==> src/design/kms_pkg.sv <==
// Package for the k-way merge selector.
// Holds the field widths, parameter defaults and the cell control word.
// No dependencies.
`default_nettype none

package kms_pkg;

	localparam int VALUE_W      = 64;
	localparam int SRC_W        = 4;
	localparam int NUM_RUNS_W   = 5;
	localparam int MAX_RUNS_DEF = 16;

	// Command that every cell of the sorted chain sees in the same cycle.
	typedef struct packed {
		logic ins;  // insert the new head at its sorted place
		logic pop;  // shift every entry one cell toward the front
		logic clr;  // drop all entries held so far
	} cell_ctrl_t;

endpackage

`default_nettype wire

==> src/design/kms_cell.sv <==
// One cell of the sorted chain of heads used by the k-way merge selector.
// Holds one (value, run) entry; depends on kms_pkg.
`default_nettype none

module kms_cell #(
	parameter int RUN_W = 4
) (
	input  wire                          clk,
	input  wire                          arst_n,
	input  kms_pkg::cell_ctrl_t          ctrl,
	input  wire [kms_pkg::VALUE_W-1:0]   new_value,
	input  wire [RUN_W-1:0]              new_run,
	input  wire                          left_take,
	input  wire                          left_valid,
	input  wire [kms_pkg::VALUE_W-1:0]   left_value,
	input  wire [RUN_W-1:0]              left_run,
	input  wire                          right_valid,
	input  wire [kms_pkg::VALUE_W-1:0]   right_value,
	input  wire [RUN_W-1:0]              right_run,
	output logic                         take,
	output logic                         valid,
	output logic [kms_pkg::VALUE_W-1:0]  value,
	output logic [RUN_W-1:0]             run
);

	logic                        valid_q;
	logic [kms_pkg::VALUE_W-1:0] value_q;
	logic [RUN_W-1:0]            run_q;
	logic                        new_less;

	// Ties on value are broken by the lower run number.
	assign new_less = ($signed(new_value) < $signed(value_q)) ||
		((new_value == value_q) && (new_run < run_q));

	// The new entry belongs at or before this cell.
	assign take = ctrl.clr || !valid_q || new_less;

	always_ff @(posedge clk or negedge arst_n) begin
		if (!arst_n) begin
			valid_q <= 1'b0;
		end else if (ctrl.pop) begin
			valid_q <= right_valid;
		end else if (ctrl.ins && take) begin
			valid_q <= left_take ? (left_valid && !ctrl.clr) : 1'b1;
		end else if (ctrl.clr) begin
			valid_q <= 1'b0;
		end
	end

	always_ff @(posedge clk) begin
		if (ctrl.pop) begin
			value_q <= right_value;
			run_q   <= right_run;
		end else if (ctrl.ins && take) begin
			value_q <= left_take ? left_value : new_value;
			run_q   <= left_take ? left_run : new_run;
		end
	end

	assign valid = valid_q;
	assign value = value_q;
	assign run   = run_q;

endmodule

`default_nettype wire

==> src/design/kway_merge_selector.sv <==
// Top level of the k-way merge selector: control sequencer and the sorted cell chain.
// Depends on kms_pkg and kms_cell.
//
// Usage: set num_runs on the cfg channel (one word, written while idle; 0 acts as 1).
// Then send one word per run on s_axis, runs 0 to num_runs-1 in order: tdata is the
// run's first element, tuser[0] flags an empty run. After the last load word, and
// after every following refill word, one result word appears on m_axis: the smallest
// head in tdata, its run in tuser[3:0] with tuser[4] low. The next input word is the
// refill of that run. When no heads remain the result has tuser[4] high and the block
// returns to the load phase.
// Heads sit in a chain of MAX_RUNS cells kept sorted by (value, run); an insert puts a
// word in place in the cycle it is accepted. After a refill or the last load word the
// block moves to its emit step, which registers the front cell as the result and shifts
// the chain once the output register is free; insert and pop thus use the chain in turn,
// and no input word is taken until the emit step is done. Other load words skip it.
// The output register holds a result until taken; while it is full and not drained the
// block waits in its emit step and accepts no input. Reset empties the chain, returns
// to the load phase and sets num_runs to 1.
`default_nettype none

module kway_merge_selector #(
	parameter int MAX_RUNS = kms_pkg::MAX_RUNS_DEF
) (
	input  wire                               clk,
	input  wire                               arst_n,
	input  wire                               cfg_valid,
	output logic                              cfg_ready,
	input  wire [kms_pkg::NUM_RUNS_W-1:0]     cfg_data,       // num_runs
	input  wire                               s_axis_tvalid,
	output logic                              s_axis_tready,
	input  wire [kms_pkg::VALUE_W-1:0]        s_axis_tdata,   // value
	input  wire [0:0]                         s_axis_tuser,   // run_empty
	output logic                              m_axis_tvalid,
	input  wire                               m_axis_tready,
	output logic [kms_pkg::VALUE_W-1:0]       m_axis_tdata,   // value_res
	output logic [kms_pkg::SRC_W:0]           m_axis_tuser    // source_run[3:0], done_res
);

	localparam int RUN_W = (MAX_RUNS > 1) ? $clog2(MAX_RUNS) : 1;
	localparam int CNT_A = $clog2(MAX_RUNS + 1);
	localparam int CNT_W = (CNT_A > kms_pkg::NUM_RUNS_W) ? CNT_A : kms_pkg::NUM_RUNS_W;

	localparam logic ST_IDLE = 1'b0;
	localparam logic ST_EMIT = 1'b1;

	logic                             state_q;
	logic                             merging_q;
	logic [RUN_W-1:0]                 load_index_q;
	logic [RUN_W-1:0]                 awaited_q;
	logic [kms_pkg::NUM_RUNS_W-1:0]   num_runs_q;

	logic                             out_valid_q;
	logic [kms_pkg::VALUE_W-1:0]      out_value_q;
	logic [kms_pkg::SRC_W-1:0]        out_src_q;
	logic                             out_done_q;

	logic                             in_accept;
	logic                             out_free;
	logic                             last_load;
	logic [CNT_W-1:0]                 slot_next;
	kms_pkg::cell_ctrl_t              ctrl;
	logic [RUN_W-1:0]                 new_run;

	logic                             cell_valid [MAX_RUNS];
	logic [kms_pkg::VALUE_W-1:0]      cell_value [MAX_RUNS];
	logic [RUN_W-1:0]                 cell_run   [MAX_RUNS];
	logic [MAX_RUNS-1:0]              cell_take;

	assign cfg_ready     = 1'b1;
	assign s_axis_tready = (state_q == ST_IDLE);
	assign in_accept     = s_axis_tvalid && s_axis_tready;
	assign out_free      = !out_valid_q || m_axis_tready;

	// A run count of zero ends the load at run 0, as a count of one does.
	assign slot_next = CNT_W'(load_index_q) + CNT_W'(1);
	assign last_load = (slot_next >= CNT_W'(num_runs_q)) ||
		(slot_next >= CNT_W'(MAX_RUNS));

	assign new_run  = merging_q ? awaited_q : load_index_q;
	assign ctrl.ins = in_accept && !s_axis_tuser[0];
	assign ctrl.clr = in_accept && !merging_q && (load_index_q == '0);
	assign ctrl.pop = (state_q == ST_EMIT) && out_free && cell_valid[0];

	for (genvar i = 0; i < MAX_RUNS; i++) begin : g_cell
		logic                        l_take;
		logic                        l_valid;
		logic [kms_pkg::VALUE_W-1:0] l_value;
		logic [RUN_W-1:0]            l_run;
		logic                        r_valid;
		logic [kms_pkg::VALUE_W-1:0] r_value;
		logic [RUN_W-1:0]            r_run;

		if (i == 0) begin : g_first
			assign l_take  = 1'b0;
			assign l_valid = 1'b0;
			assign l_value = '0;
			assign l_run   = '0;
		end else begin : g_mid
			assign l_take  = cell_take[i-1];
			assign l_valid = cell_valid[i-1];
			assign l_value = cell_value[i-1];
			assign l_run   = cell_run[i-1];
		end

		if (i == MAX_RUNS - 1) begin : g_last
			assign r_valid = 1'b0;
			assign r_value = '0;
			assign r_run   = '0;
		end else begin : g_inner
			assign r_valid = cell_valid[i+1];
			assign r_value = cell_value[i+1];
			assign r_run   = cell_run[i+1];
		end

		kms_cell #(
			.RUN_W(RUN_W)
		) u_cell (
			.clk        (clk),
			.arst_n     (arst_n),
			.ctrl       (ctrl),
			.new_value  (s_axis_tdata),
			.new_run    (new_run),
			.left_take  (l_take),
			.left_valid (l_valid),
			.left_value (l_value),
			.left_run   (l_run),
			.right_valid(r_valid),
			.right_value(r_value),
			.right_run  (r_run),
			.take       (cell_take[i]),
			.valid      (cell_valid[i]),
			.value      (cell_value[i]),
			.run        (cell_run[i])
		);
	end

	always_ff @(posedge clk or negedge arst_n) begin
		if (!arst_n) begin
			num_runs_q <= kms_pkg::NUM_RUNS_W'(1);
		end else if (cfg_valid && cfg_ready) begin
			num_runs_q <= cfg_data;
		end
	end

	always_ff @(posedge clk or negedge arst_n) begin
		if (!arst_n) begin
			state_q      <= ST_IDLE;
			merging_q    <= 1'b0;
			load_index_q <= '0;
			awaited_q    <= '0;
			out_valid_q  <= 1'b0;
		end else begin
			if ((state_q == ST_EMIT) && out_free) begin
				out_valid_q <= 1'b1;
			end else if (m_axis_tready) begin
				out_valid_q <= 1'b0;
			end
			case (state_q)
				ST_IDLE: begin
					if (in_accept) begin
						if (merging_q || last_load) begin
							state_q      <= ST_EMIT;
							merging_q    <= 1'b1;
							load_index_q <= '0;
						end else begin
							load_index_q <= slot_next[RUN_W-1:0];
						end
					end
				end
				ST_EMIT: begin
					if (out_free) begin
						state_q <= ST_IDLE;
						if (cell_valid[0]) begin
							awaited_q <= cell_run[0];
						end else begin
							merging_q    <= 1'b0;
							load_index_q <= '0;
							awaited_q    <= '0;
						end
					end
				end
				default: begin
					state_q <= ST_IDLE;
				end
			endcase
		end
	end

	always_ff @(posedge clk) begin
		if ((state_q == ST_EMIT) && out_free) begin
			if (cell_valid[0]) begin
				out_value_q <= cell_value[0];
				out_src_q   <= kms_pkg::SRC_W'(cell_run[0]);
				out_done_q  <= 1'b0;
			end else begin
				out_value_q <= '0;
				out_src_q   <= '0;
				out_done_q  <= 1'b1;
			end
		end
	end

	assign m_axis_tvalid = out_valid_q;
	assign m_axis_tdata  = out_value_q;
	assign m_axis_tuser  = {out_done_q, out_src_q};

endmodule

`default_nettype wire
==> config.mk <==
export PLATFORM = sky130hd
export DESIGN_NAME = kway_merge_selector
export DESIGN_NICKNAME = d
export VERILOG_FILES = /design/src/design/kms_pkg.sv /design/src/design/kms_cell.sv /design/src/design/kway_merge_selector.sv
export SDC_FILE = /design/constraint.sdc
export NUM_CORES = 2
export LEC_CHECK = 0
export BUFFER_PORTS_ARGS = -buffer_cell sky130_fd_sc_hd__clkbuf_2
export CAP_MARGIN = 20
export CORE_UTILIZATION = 41
export DETAILED_ROUTE_END_ITERATION = 6
export GPL_ROUTABILITY_DRIVEN = 0
export SYNTH_ARGS = -nofsm -noshare
export SYNTH_HDL_FRONTEND = slang
export SYNTH_HIERARCHICAL = 1
export SYNTH_SLANG_ARGS = --single-unit
==> constraint.sdc <==
create_clock -name clk -period 9.9 [get_ports clk]
set_input_delay 1.98 -clock clk [delete_from_list [all_inputs] [get_ports clk]]
set_output_delay 1.98 -clock clk [all_outputs]
set_load 0.05 [all_outputs]
==> run metrics <==
outcome=finished clean; Setup CP Type=primary input to register; first-pass GRT wire length=357000 µm; vias per cell=5.38; max-cap viol count=0; Synth Instances=8950; yosys synthesis warning count=6; slew at the pin closest to its max-slew limit=1.26 ns; Final Instance Area=95500 µm²; layout cell share with drive strength beyond 1=6.12%; Worst-path clk slew=0.05 ns; Max Slew Vio Count=0; CP cell instances=clkbuf_2 -> buf_4 -> ha_1 -> nand4_1 -> nor4_1 -> nand3_1 -> or3_1 -> a31oi_1 -> a211oi_2 -> xnor2_1 -> or3_4 -> buf_4 -> o21ai_0 -> mux2_2 -> o21ai_0 -> o311ai_1; Pint=20.8 mW; initial antenna violation count=8; Layout Nets=10200; port bufs=145; Slew headroom=16.3%; post-route clock period utilization=62.5%; gr usage total=20.3%; P_sw=15.7 mW; Pleak=43.9 nW; Die H=462 µm; part of the power in registers=35.4%; FP Rows=168; CTS buffer count=143; Max Fclk=0.162 GHz; Crit Path Max Fanout=37; crit-path max cell delay=0.72 ns; core area=210000 µm²; Clk pwr share=13.7%; post-CTS setup buffer count=0; min-delay worst type=register to register; largest net degree at the start of global routing=300; DP HPWL=167000 µm; clock sink total=1189; # fillers=19800; Antenna Violating Nets Remaining=0; chip width=462 µm; VDD IR-drop max=0.000363 V; PD cells=383 nW/µm²; Max H-tree Level=4; TritonCTS clock tree=yes; Crit. End Element=register; post-synthesis average cell area=9.71 µm²; switching share of power=43.0%; I/O pins=147; hold_buf cts=0; # resized after CTS=0; Clock Skews=0.0268 ns; vias post-DR=64500; wirelength, routed=222000 µm; placed cells=11700; CP Data Required Time=10.55 ns; full die area=214000 µm²; CP Data Arrival Time=6.83 ns; Post-Syn Area=86900 µm²; final hold violation count=0; # setup viols final=0; worst-skew pair later-pin latency=0.80 ns; remaining global-route overflow=0; fin crit period=6.19 ns; critical path launch point type=primary input; Setup WS post-layout=3.71 ns; vias in the first global route=65300; reg2reg setup slack=5.02 ns; Post-DP Area=91100 µm²; dpl ws=2.89 ns; Layout Cells excl Fill=12000; total power=36.5 mW; unrepaired setup endpoints after global routing=no; Setup TNS Final=0 ns; clk buf depth=3; DRT Pass-1 Iters=5; post-DR wirelength/cell=18.5 µm; DR iter-0 viols=4597; Starting Density=41.4%; Worst path slowest cell=nor4_1; Syn-to-layout area delta=9.93%; Gate power share=50.8%; DRC violations left=0; CTS root buffer=clkbuf_16
-- per-stage QoR --
step	hold slack, ns	util, %
6_report	0.508	45.5
5_1_grt	0.525	45.5
4_1_cts	0.511	45.5
3_5_place_dp	0.496	43.4
3_3_place_gp	0.482	43.4
2_1_floorplan	0.474	-
-- registers in the layout, indices dropped and copies added (netlist names), 4 cells and up --
name / cells
g_cell.u_cell/value: 1024
num_runs_q: 5
load_index_q: 4
m_axis_tdata: 64
g_cell.u_cell/valid: 16
g_cell.u_cell/run: 64
awaited_q: 4
out_src_q: 4
-- power by group through the flow --
stage	logic, mW	registers (mW)	clock network [mW]
2_1_floorplan	14.3	12.3	0
3_3_place_gp	17.6	12.9	0
3_5_place_dp	18.5	13.0	0
4_1_cts	18.6	12.9	5.15
5_1_grt	20.9	13.3	5.32
6_report	18.6	12.9	5.01
-- path summary, 6_finish.rpt --
check / start / end / depth (start not counted)
max in group asynchronous: arst_n / g_cell[0].u_cell/valid$_DFFE_PN0P_ / 1
min in group asynchronous: arst_n / load_index_q[0]$_DFFE_PN0P_ / 1
max reg2reg: g_cell[14].u_cell/value[49]$_DFFE_PP_ / g_cell[15].u_cell/valid$_DFFE_PN0P_ / 15
min: awaited_q[3]$_DFFE_PN0P_ / awaited_q[3]$_DFFE_PN0P_ / 1
min reg2reg: awaited_q[3]$_DFFE_PN0P_ / awaited_q[3]$_DFFE_PN0P_ / 1
max: s_axis_tdata[49] / g_cell[3].u_cell/valid$_DFFE_PN0P_ / 16
-- cells in the final DEF, fill, tap and decap left out, types with 17 or more instances in the layout --
cell type and instances:
clkbuf_2 145, and2_1 84, mux2_2 23, nor2_1 64
o21ai_1 17, inv_1 1112, nand2b_1 68, ha_1 1079
nand2_1 1353, nor2b_1 18, conb_1 140, nand4_1 192
clkbuf_1 37, a221oi_1 48, mux2i_1 1104, nand3_1 113
o21ai_0 1238, clkinv_1 31, a31oi_1 18, a21oi_1 321
a221o_1 33, dfrtp_1 30, a211oi_1 48, buf_4 84
edfxtp_1 1157, a211oi_2 17, clkbuf_16 150, nor3_1 48
a21o_1 128
-- worst max-delay path, delay by kind of cell --
kind / cells / cell delay [ns]
buffers and inverters: 3 / 1.17
xor gates and xnor gates: 1 / 0.21
AOI/OAI and AO/OA: 5 / 0.64
adders and majority gates: 1 / 0.33
and+or+nand+nor: 5 / 2.16
muxes: 1 / 0.29
-- routing by layer --
metal | global-route usage (%) | up-vias | wire length [µm]
met3 | 2.53 | 324 | 9510
met4 | 6.75 | 12 | 6730
li1 | - | 32200 | -
met5 | 0 | - | 65
met2 | 31.7 | 1463 | 96500
met1 | 29.0 | 30500 | 110000
-- cell type report --
type | count | area (µm²) | area share (%)
antenna | 2 | 5.00 | 0.00524
clock buffer | 192 | 3960 | 4.15
clock inverter | 56 | 374 | 0.392
inverter | 1113 | 4180 | 4.37
multi-input combinational | 6391 | 46400 | 48.6
sequential | 1189 | 35500 | 37.2
tap | 2805 | 3510 | 3.67
timing repair buffer | 238 | 1540 | 1.62
Power figures use the tool's default switching activity.
